### src/hdl/ksess_pkg.sv
`default_nettype none
// ----------------------------------------------------------------------------
// ksess_pkg
// Types and codes shared by the session table modules.
// ----------------------------------------------------------------------------
package ksess_pkg;

    localparam int KEY_W      = 64;
    localparam int LEN_W      = 16;
    localparam int STAMP_W    = 32;
    localparam int STATUS_W   = 3;
    localparam int SLOT_W     = 4;
    localparam int FREED_W    = 5;
    localparam int CFG_IDX_W  = 2;
    localparam int CFG_DATA_W = 32;

    localparam logic [STATUS_W-1:0] STAT_REFRESHED  = 3'd0;
    localparam logic [STATUS_W-1:0] STAT_CREATED    = 3'd1;
    localparam logic [STATUS_W-1:0] STAT_FULL       = 3'd2;
    localparam logic [STATUS_W-1:0] STAT_BAD_LENGTH = 3'd3;
    localparam logic [STATUS_W-1:0] STAT_SWEEP      = 3'd4;

    localparam logic [CFG_IDX_W-1:0] CFG_KEEPALIVE_LENGTH = 2'd0;
    localparam logic [CFG_IDX_W-1:0] CFG_EXPIRE_LIMIT     = 2'd1;

    localparam logic [LEN_W-1:0]   KEEPALIVE_LENGTH_RST = 16'd4;
    localparam logic [STAMP_W-1:0] EXPIRE_LIMIT_RST     = 32'd3000;

    localparam logic [FREED_W-1:0] FREED_MAX = 5'd31;

    localparam logic FUNC_KEEPALIVE = 1'b0;
    localparam logic FUNC_SWEEP     = 1'b1;

    typedef enum logic [1:0] {
        S_IDLE,
        S_SCAN,
        S_DONE
    } state_t;

    typedef struct packed {
        logic               func;
        logic [KEY_W-1:0]   client_key;
        logic [LEN_W-1:0]   packet_length;
        logic [STAMP_W-1:0] client_stamp;
        logic [STAMP_W-1:0] now;
    } item_t;

    typedef struct packed {
        logic [STATUS_W-1:0] status;
        logic [SLOT_W-1:0]   slot;
        logic                reply_valid;
        logic [STAMP_W-1:0]  echo_stamp;
        logic [STAMP_W-1:0]  server_stamp;
        logic [FREED_W-1:0]  freed_count;
    } result_t;

endpackage
`default_nettype wire

### src/hdl/ksess_ram.sv
`default_nettype none
// ----------------------------------------------------------------------------
// ksess_ram
// Generic single write port, single read port RAM with registered read.
// ----------------------------------------------------------------------------
module ksess_ram #(
    parameter int WIDTH = 32,
    parameter int DEPTH = 16,
    parameter int AW    = (DEPTH > 1) ? $clog2(DEPTH) : 1
) (
    input  wire logic             clk,
    input  wire logic             wr_en,
    input  wire logic [AW-1:0]    wr_addr,
    input  wire logic [WIDTH-1:0] wr_data,
    input  wire logic [AW-1:0]    rd_addr,
    output logic      [WIDTH-1:0] rd_data
);

    logic [WIDTH-1:0] mem [DEPTH];

    always_ff @(posedge clk)
    begin
        if (wr_en)
        begin
            mem[wr_addr] <= wr_data;
        end
        rd_data <= mem[rd_addr];
    end

endmodule
`default_nettype wire

### src/hdl/ksess_ctrl.sv
`default_nettype none
// ----------------------------------------------------------------------------
// ksess_ctrl
// Sequencer that walks the table one slot per cycle through a shared key
// compare and age compare unit, and holds the per-slot valid bits.
// ----------------------------------------------------------------------------
module ksess_ctrl
    import ksess_pkg::*;
#(
    parameter int TABLE_SLOTS = 16,
    parameter int IDX_W       = (TABLE_SLOTS > 1) ? $clog2(TABLE_SLOTS) : 1
) (
    input  wire logic               clk,
    input  wire logic               rst_n,
    input  wire logic               in_valid,
    output logic                    in_stall,
    input  wire item_t              in_item,
    input  wire logic [LEN_W-1:0]   keepalive_length,
    input  wire logic [STAMP_W-1:0] expire_limit,
    output logic      [IDX_W-1:0]   rd_addr,
    input  wire logic [KEY_W-1:0]   key_q,
    input  wire logic [STAMP_W-1:0] seen_q,
    output logic                    key_wr_en,
    output logic                    seen_wr_en,
    output logic      [IDX_W-1:0]   wr_addr,
    output logic                    res_valid,
    output result_t                 res,
    input  wire logic               res_take
);

    localparam logic [IDX_W-1:0] LAST_IDX = IDX_W'(TABLE_SLOTS - 1);

    state_t                 state_reg, state_next;
    item_t                  item_reg, item_next;
    result_t                res_reg, res_next;
    logic [TABLE_SLOTS-1:0] valid_reg, valid_next;
    logic [IDX_W-1:0]       idx_reg, idx_next;
    logic                   issue_done_reg, issue_done_next;
    logic                   cmp_vld_reg, cmp_vld_next;
    logic [IDX_W-1:0]       cmp_idx_reg, cmp_idx_next;
    logic                   free_found_reg, free_found_next;
    logic [IDX_W-1:0]       free_idx_reg, free_idx_next;
    logic [FREED_W-1:0]     freed_reg, freed_next;

    logic                   slot_valid;
    logic                   key_hit;
    logic [STAMP_W-1:0]     age;
    logic                   expired;
    logic                   have_free;
    logic [IDX_W-1:0]       free_pick;

    // shared compare unit: one slot per cycle
    assign slot_valid = valid_reg[cmp_idx_reg];
    assign key_hit    = slot_valid && (key_q == item_reg.client_key);
    assign age        = item_reg.now - seen_q;
    assign expired    = slot_valid && (age > expire_limit);
    assign have_free  = free_found_reg || !slot_valid;
    assign free_pick  = free_found_reg ? free_idx_reg : cmp_idx_reg;

    assign in_stall  = (state_reg != S_IDLE);
    assign rd_addr   = idx_reg;
    assign res_valid = (state_reg == S_DONE);
    assign res       = res_reg;

    always_ff @(posedge clk or negedge rst_n)
    begin
        if (!rst_n)
        begin
            state_reg      <= S_IDLE;
            valid_reg      <= '0;
            issue_done_reg <= 1'b0;
            cmp_vld_reg    <= 1'b0;
        end
        else
        begin
            state_reg      <= state_next;
            valid_reg      <= valid_next;
            issue_done_reg <= issue_done_next;
            cmp_vld_reg    <= cmp_vld_next;
        end
    end

    always_ff @(posedge clk)
    begin
        item_reg       <= item_next;
        res_reg        <= res_next;
        idx_reg        <= idx_next;
        cmp_idx_reg    <= cmp_idx_next;
        free_found_reg <= free_found_next;
        free_idx_reg   <= free_idx_next;
        freed_reg      <= freed_next;
    end

    always_comb
    begin
        state_next      = state_reg;
        item_next       = item_reg;
        res_next        = res_reg;
        valid_next      = valid_reg;
        idx_next        = idx_reg;
        issue_done_next = issue_done_reg;
        cmp_vld_next    = 1'b0;
        cmp_idx_next    = idx_reg;
        free_found_next = free_found_reg;
        free_idx_next   = free_idx_reg;
        freed_next      = freed_reg;
        key_wr_en       = 1'b0;
        seen_wr_en      = 1'b0;
        wr_addr         = cmp_idx_reg;

        case (state_reg)
            S_IDLE:
            begin
                if (in_valid)
                begin
                    item_next       = in_item;
                    idx_next        = '0;
                    issue_done_next = 1'b0;
                    free_found_next = 1'b0;
                    freed_next      = '0;
                    if (in_item.func == FUNC_KEEPALIVE &&
                        in_item.packet_length != keepalive_length)
                    begin
                        res_next        = '0;
                        res_next.status = STAT_BAD_LENGTH;
                        state_next      = S_DONE;
                    end
                    else
                    begin
                        state_next = S_SCAN;
                    end
                end
            end

            S_SCAN:
            begin
                // issue reads, compare each slot in the cycle after its read is issued
                if (!issue_done_reg)
                begin
                    cmp_vld_next = 1'b1;
                    if (idx_reg == LAST_IDX)
                    begin
                        issue_done_next = 1'b1;
                    end
                    else
                    begin
                        idx_next = idx_reg + 1'b1;
                    end
                end

                if (cmp_vld_reg)
                begin
                    if (item_reg.func == FUNC_SWEEP)
                    begin
                        if (expired)
                        begin
                            valid_next[cmp_idx_reg] = 1'b0;
                            if (freed_reg != FREED_MAX)
                            begin
                                freed_next = freed_reg + 1'b1;
                            end
                        end
                        if (cmp_idx_reg == LAST_IDX)
                        begin
                            res_next             = '0;
                            res_next.status      = STAT_SWEEP;
                            res_next.freed_count = (expired && freed_reg != FREED_MAX) ?
                                                   freed_reg + 1'b1 : freed_reg;
                            state_next           = S_DONE;
                        end
                    end
                    else if (key_hit)
                    begin
                        seen_wr_en            = 1'b1;
                        wr_addr               = cmp_idx_reg;
                        res_next.status       = STAT_REFRESHED;
                        res_next.slot         = SLOT_W'(cmp_idx_reg);
                        res_next.reply_valid  = 1'b1;
                        res_next.echo_stamp   = item_reg.client_stamp;
                        res_next.server_stamp = item_reg.now;
                        res_next.freed_count  = '0;
                        state_next            = S_DONE;
                    end
                    else
                    begin
                        if (!slot_valid && !free_found_reg)
                        begin
                            free_found_next = 1'b1;
                            free_idx_next   = cmp_idx_reg;
                        end
                        if (cmp_idx_reg == LAST_IDX)
                        begin
                            res_next = '0;
                            if (have_free)
                            begin
                                key_wr_en             = 1'b1;
                                seen_wr_en            = 1'b1;
                                wr_addr               = free_pick;
                                valid_next[free_pick] = 1'b1;
                                res_next.status       = STAT_CREATED;
                                res_next.slot         = SLOT_W'(free_pick);
                                res_next.reply_valid  = 1'b1;
                                res_next.echo_stamp   = item_reg.client_stamp;
                                res_next.server_stamp = item_reg.now;
                            end
                            else
                            begin
                                res_next.status = STAT_FULL;
                            end
                            state_next = S_DONE;
                        end
                    end
                end
            end

            S_DONE:
            begin
                if (res_take)
                begin
                    state_next = S_IDLE;
                end
            end

            default:
            begin
                state_next = S_IDLE;
            end
        endcase
    end

endmodule
`default_nettype wire

### src/hdl/keepalive_session_table.sv
`default_nettype none
// ----------------------------------------------------------------------------
// keepalive_session_table
// Session table with keepalive refresh/create and expiry sweep.
// A sweep or a missed keepalive shows its result once the scan has passed
// every slot, a hit on slot k once the scan reaches slot k, and a
// bad-length packet without any scan.
// A new item is taken only once the last result has left the sequencer;
// the scan reads one slot per cycle from the key and last-seen RAMs.
// Reset: valid bits clear at once, registers return to length 4 and limit
// 3000; no clearing pass is needed.
// ----------------------------------------------------------------------------
module keepalive_session_table
    import ksess_pkg::*;
#(
    parameter int TABLE_SLOTS = 16
) (
    input  wire logic                  clk,
    input  wire logic                  rst_n,
    input  wire logic                  cfg_valid,
    output logic                       cfg_ready,
    input  wire logic [CFG_IDX_W-1:0]  cfg_index,
    input  wire logic [CFG_DATA_W-1:0] cfg_data,
    input  wire logic                  in_valid,
    output logic                       in_stall,
    input  wire logic                  func,
    input  wire logic [KEY_W-1:0]      client_key,
    input  wire logic [LEN_W-1:0]      packet_length,
    input  wire logic [STAMP_W-1:0]    client_stamp,
    input  wire logic [STAMP_W-1:0]    now,
    output logic                       out_valid,
    input  wire logic                  out_stall,
    output logic      [STATUS_W-1:0]   status,
    output logic      [SLOT_W-1:0]     slot,
    output logic                       reply_valid,
    output logic      [STAMP_W-1:0]    echo_stamp,
    output logic      [STAMP_W-1:0]    server_stamp,
    output logic      [FREED_W-1:0]    freed_count
);

    localparam int IDX_W = (TABLE_SLOTS > 1) ? $clog2(TABLE_SLOTS) : 1;

    logic [LEN_W-1:0]   keepalive_length_reg;
    logic [STAMP_W-1:0] expire_limit_reg;
    logic               out_valid_reg, out_valid_next;
    result_t            out_reg;

    item_t              in_item;
    result_t            res;
    logic               res_valid;
    logic               res_take;
    logic [IDX_W-1:0]   rd_addr;
    logic [IDX_W-1:0]   wr_addr;
    logic               key_wr_en;
    logic               seen_wr_en;
    logic [KEY_W-1:0]   key_q;
    logic [STAMP_W-1:0] seen_q;

    // hold the key and time of the word in flight for the table writes
    logic [KEY_W-1:0]   in_item_key_hold;
    logic [STAMP_W-1:0] now_hold;

    assign cfg_ready = 1'b1;

    always_ff @(posedge clk or negedge rst_n)
    begin
        if (!rst_n)
        begin
            keepalive_length_reg <= KEEPALIVE_LENGTH_RST;
            expire_limit_reg     <= EXPIRE_LIMIT_RST;
        end
        else if (cfg_valid)
        begin
            case (cfg_index)
                CFG_KEEPALIVE_LENGTH: keepalive_length_reg <= cfg_data[LEN_W-1:0];
                CFG_EXPIRE_LIMIT:     expire_limit_reg     <= cfg_data[STAMP_W-1:0];
                default:              ;
            endcase
        end
    end

    assign in_item.func          = func;
    assign in_item.client_key    = client_key;
    assign in_item.packet_length = packet_length;
    assign in_item.client_stamp  = client_stamp;
    assign in_item.now           = now;

    ksess_ctrl #(
        .TABLE_SLOTS (TABLE_SLOTS),
        .IDX_W       (IDX_W)
    ) u_ctrl (
        .clk              (clk),
        .rst_n            (rst_n),
        .in_valid         (in_valid),
        .in_stall         (in_stall),
        .in_item          (in_item),
        .keepalive_length (keepalive_length_reg),
        .expire_limit     (expire_limit_reg),
        .rd_addr          (rd_addr),
        .key_q            (key_q),
        .seen_q           (seen_q),
        .key_wr_en        (key_wr_en),
        .seen_wr_en       (seen_wr_en),
        .wr_addr          (wr_addr),
        .res_valid        (res_valid),
        .res              (res),
        .res_take         (res_take)
    );

    ksess_ram #(
        .WIDTH (KEY_W),
        .DEPTH (TABLE_SLOTS),
        .AW    (IDX_W)
    ) u_key_ram (
        .clk     (clk),
        .wr_en   (key_wr_en),
        .wr_addr (wr_addr),
        .wr_data (in_item_key_hold),
        .rd_addr (rd_addr),
        .rd_data (key_q)
    );

    ksess_ram #(
        .WIDTH (STAMP_W),
        .DEPTH (TABLE_SLOTS),
        .AW    (IDX_W)
    ) u_seen_ram (
        .clk     (clk),
        .wr_en   (seen_wr_en),
        .wr_addr (wr_addr),
        .wr_data (now_hold),
        .rd_addr (rd_addr),
        .rd_data (seen_q)
    );

    always_ff @(posedge clk)
    begin
        if (in_valid && !in_stall)
        begin
            in_item_key_hold <= client_key;
            now_hold         <= now;
        end
    end

    // output register frees the sequencer while a result waits
    assign res_take = res_valid && (!out_valid_reg || !out_stall);

    always_comb
    begin
        out_valid_next = out_valid_reg;
        if (res_take)
        begin
            out_valid_next = 1'b1;
        end
        else if (!out_stall)
        begin
            out_valid_next = 1'b0;
        end
    end

    always_ff @(posedge clk or negedge rst_n)
    begin
        if (!rst_n)
        begin
            out_valid_reg <= 1'b0;
        end
        else
        begin
            out_valid_reg <= out_valid_next;
        end
    end

    always_ff @(posedge clk)
    begin
        if (res_take)
        begin
            out_reg <= res;
        end
    end

    assign out_valid    = out_valid_reg;
    assign status       = out_reg.status;
    assign slot         = out_reg.slot;
    assign reply_valid  = out_reg.reply_valid;
    assign echo_stamp   = out_reg.echo_stamp;
    assign server_stamp = out_reg.server_stamp;
    assign freed_count  = out_reg.freed_count;

endmodule
`default_nettype wire
### config.mk
export PLATFORM = sky130hd
export DESIGN_NAME = keepalive_session_table
export DESIGN_NICKNAME = d
export VERILOG_FILES = /design/src/hdl/ksess_pkg.sv /design/src/hdl/ksess_ram.sv /design/src/hdl/ksess_ctrl.sv /design/src/hdl/keepalive_session_table.sv
export SDC_FILE = /design/constraint.sdc
export NUM_CORES = 2
export LEC_CHECK = 0
export ABC_AREA = 0
export BUFFER_PORTS_ARGS = -buffer_cell sky130_fd_sc_hd__buf_2
export CORE_MARGIN = 8
export CORE_UTILIZATION = 56
export CTS_CLUSTER_DIAMETER = 120
export DETAILED_ROUTE_END_ITERATION = 12
export GPL_TIMING_DRIVEN = 0
export PLACE_DENSITY_LB_ADDON = 0.05
export SLEW_MARGIN = 20
export SYNTH_ARGS = -nofsm -noshare
export SYNTH_HDL_FRONTEND = slang
export SYNTH_HIERARCHICAL = 1
export SYNTH_SLANG_ARGS = --single-unit
### constraint.sdc
create_clock -name clk -period 9.5 [get_ports clk]
set_input_delay 1.425 -clock clk [delete_from_list [all_inputs] [get_ports clk]]
set_output_delay 1.425 -clock clk [all_outputs]
set_load 0.02 [all_outputs]
==> run summary <==
The relative max-transition margin is 0.299. Ranked by total cell area, the synthesized netlist is headed by sky130_fd_sc_hd__edfxtp_1, sky130_fd_sc_hd__mux4_2, sky130_fd_sc_hd__dfxtp_1. At the worst endpoint, the required time is 10.12 ns.

After detailed routing, the average wire length per cell comes to 29.5 um. The leakage power is 30.6 nW. The final RePlAce weighted congestion came out at 0.802. Summed over all layers, the global routing overflow is 0. In the synthesized netlist the async set-or-reset flop fraction comes to 0.0329.

For this run, design rule violations remaining after detail routing come to 0. The count of final hold-check violations came out at 0. In this design, the stage delay of the slowest critical-path cell is 0.67 ns.

For the final database, setup skew stands at 0.0313 ns. The standard-cell row count came out at 137. The flow ran to the end, and the final reports show no timing, DRC or antenna violations. After legalization and detailed placement, the total HPWL measured 127,000 um. Ranked by instance count, the synthesized netlist is headed by sky130_fd_sc_hd__edfxtp_1, sky130_fd_sc_hd__mux4_2, sky130_fd_sc_hd__a22oi_1. The flip-flop count of the largest register, all copies and words added came out at 1,024. The wire length of the first global-routing pass is 272,000 um. The count of buffer and inverter cells on the critical path is 1. The ratio of final minimum period to clock period came out at 0.684.

The largest individual stage delay along the critical path comes from the cell sky130_fd_sc_hd__a2111oi_0. The number of flops mapped to enable cells by yosys is 1,929. For the worst setup path, the data arrival time is 7.12 ns. The most used flip-flop cell after synthesis is sky130_fd_sc_hd__edfxtp_1. The via count of the first global-routing pass came to 38,900. Setup repair after global routing left no endpoint under its margin.

The largest net degree at the start of global routing is 55. The total power per unit cell area is 283 mW/mm2. The number of clock sinks came out at 2,098. The worst setup slack after layout came out at 3.00 ns. The fraction of final layout cells sized beyond drive strength 1 came out at 0.282. Clock-pin slew was measured on the worst setup and hold paths at 0.06 ns. The initial antenna violation count is 17. The achievable frequency is 154 MHz. In this run, synthesis produced a sequential element count of 2,098. The number of top-level pins is 264.

The aggregate global-route resource usage is 0.247. The width of the die is 391 um. In this run the mean area of a mapped cell was 21.1 um2. The placed instances occupy a cell area of 0.0850 mm2. The most common cell in the synthesized netlist is sky130_fd_sc_hd__edfxtp_1. The number of hold buffers added after CTS came out at 0. The tool flagged a number of max-cap violations equal to 0. The maximum buffer depth of the clock tree is 3. TritonCTS built the clock tree. Setup violations remaining at the end of the flow were counted as 0. Post-CTS timing repair inserted 0 buffers for setup. The count of input and output buffers is 262. The synthesized instance count came out at 3,732. The die covers 0.153 mm2. The critical path goes through ha_1 -> a21oi_1 -> o21ai_0 -> a2111oi_0 -> a31oi_1 -> a2111oi_0 -> o31ai_1 -> a211oi_2 -> nand3_1 -> o311ai_0 -> ha_1 -> a21o_1 -> a21o_1 -> a21oi_1 -> o21ai_0 -> a21oi_1 -> o2111ai_1 -> nand2_1 -> clkbuf_1 -> o211ai_1 -> o31ai_1. The number of pins with negative max-slew slack in the final report was 0. The min-delay analysis places its worst path in the category register to register. The type of the worst setup path is register to register.

The end-of-flow core utilization is 0.657. The floorplan step defined a core boundary enclosing 0.139 mm2. The total of cells resized after clock tree synthesis is 0.

The fraction of synthesized cell area taken by the top area cell type is 0.737. The slew of the pin with the lowest slew margin is 1.04 ns. For this run, the number of Yosys warnings is 6.

The unique cell type count in the Yosys netlist came out at 70. Among the stages of the critical path, the cell type that occurs most often is sky130_fd_sc_hd__a21oi_1. Prior to clock tree synthesis, the placed netlist has a worst setup slack of 2.94 ns.

The number of violations reported at the end of detailed-routing iteration 0 came out at 4,185. The top fanout value on the critical path came out at 10. The library cell used as clock root buffer is sky130_fd_sc_hd__clkbuf_16. The TritonCTS buffer count came out at 202.

The sum of negative setup slack is 0 ns. The detailed-router iteration count before antenna repair came out at 5. The worst-case vdd ir drop came out at 181 uV. The share of the Yosys chip area taken by registers is 0.785.

The worst setup path is launched from a register. The mapped cell area came out at 0.0786 mm2. Among cell families on the critical path, the largest total delay comes from compound AO/OA/AOI/OAI gates. The via density per instance came out at 6.06. The layout-stage area growth over the synthesis result came out at 16.5%. The effective utilization at floorplan is 0.564.

The height of the die is 391 um. The net count of the finished layout is 4,595. The net count of the mapped netlist is 3,983. The routed layout has 38,800 vias.

The area of all placed cells without fillers came out at 0.0916 mm2. The worst setup path is captured at a register. The largest total area in the synthesized netlist belongs to sky130_fd_sc_hd__edfxtp_1.

The later pin in the worst-skew pair is clocked with a latency of 0.82 ns. The time the final worst path needs with I/O delays and setup came out at 6.50 ns. The level count of the clock H-tree is 4. The detailed-route wire length is 189,000 um. Once detail routing completed, the nets flagged for antenna violations numbered 0.
## per-layer routing
metal	wire length, um	part of all wire	track usage	vias to the layer above
met2	85600	0.45	0.368	1718
li1	-	-	-	16500
met5	70	0.00037	0	-
met4	3720	0.020	0.0559	12
met3	19900	0.11	0.0733	241
met1	79600	0.42	0.367	20300
## power breakdown
part	switching, mW	total [mW]	internal (mW)	leakage [nW]
clock network	3.36	7.91	4.55	3.25
registers	0.590	11.8	11.2	19.2
logic	3.67	6.18	2.51	8.21
total	7.62	25.9	18.3	30.6
## logic make-up after synthesis
group                      synth area share
and+or+nand+nor                      0.0266
adders and majority gates            0.0108
xor gates and xnor gates             0.0123
DFF                                   0.785
AOI/OAI and AO/OA                    0.0327
other                             0.0000477
muxes                                 0.119
buffers and inverters                0.0141
## stage by stage
stage               hold slack (ns)  power (mW)  std cells
global placement              0.400        18.1       5870
detailed placement            0.405        18.2       6016
CTS                           0.418        26.1       6392
floorplan                     0.400        15.9       3732
finish                        0.415        25.9       6396
global route                  0.420        27.0       6393
## worst paths after layout
| kind | startpoint | end | slack (ns) | cells after the start |
|---|---|---|---|---|
| max in group asynchronous | rst_n | keepalive_length_reg[2] | 8.29 | 2 |
| min | u_ctrl/res[65] | echo_stamp[28] | 0.41 | 0 |
| max | u_ctrl/item_reg[12] | u_ctrl/res[1] | 3.00 | 21 |
| min reg2reg | u_ctrl/res[65] | echo_stamp[28] | 0.41 | 0 |
| min in group asynchronous | rst_n | expire_limit_reg[17] | 0.56 | 1 |
| max reg2reg | u_ctrl/item_reg[12] | u_ctrl/res[1] | 3.00 | 21 |
## layout make-up
| cell class | count | area [um2] |
|---|---|---|
| Fill cell | 9203 | 47800 |
| Clock buffer | 254 | 5490 |
| Timing Repair Buffer | 408 | 3720 |
| Clock inverter | 122 | 1100 |
| Buffer | 155 | 821 |
| Inverter | 77 | 297 |
| Multi-Input combinational cell | 1402 | 16100 |
| Sequential cell | 2098 | 61700 |
| Antenna cell | 4 | 10.0 |
| Tap cell | 1876 | 2350 |
## cell usage in the layout (no fill, tap or decap), drive strengths merged, types with 4 or more instances in the layout
master and n:
mux2 48, nor2 78, mux2i 4, nor2b 15, dfxtp 100, xor2 41, nand2 131, ha 66
mux4 389, o21ai 45, nand3 22, nor4 12, buf 486, clkinv 91, bufinv 17, dfstp 8
nor3b 4, a211oi 5, a21o 27, dfrtp 61, nor3 13, edfxtp 1929, o21bai 5, o21a 7
nand3b 9, inv 82, a21boi 5, a31oi 4, and3 4, and2 70, nand2b 13, a22oi 194
clkbuf 331, clkinvlp 9, diode 4, nand4 30, xnor2 69, o31ai 10, a21oi 46, and4 4
Note: power is estimated with default switching activity, not from simulation.
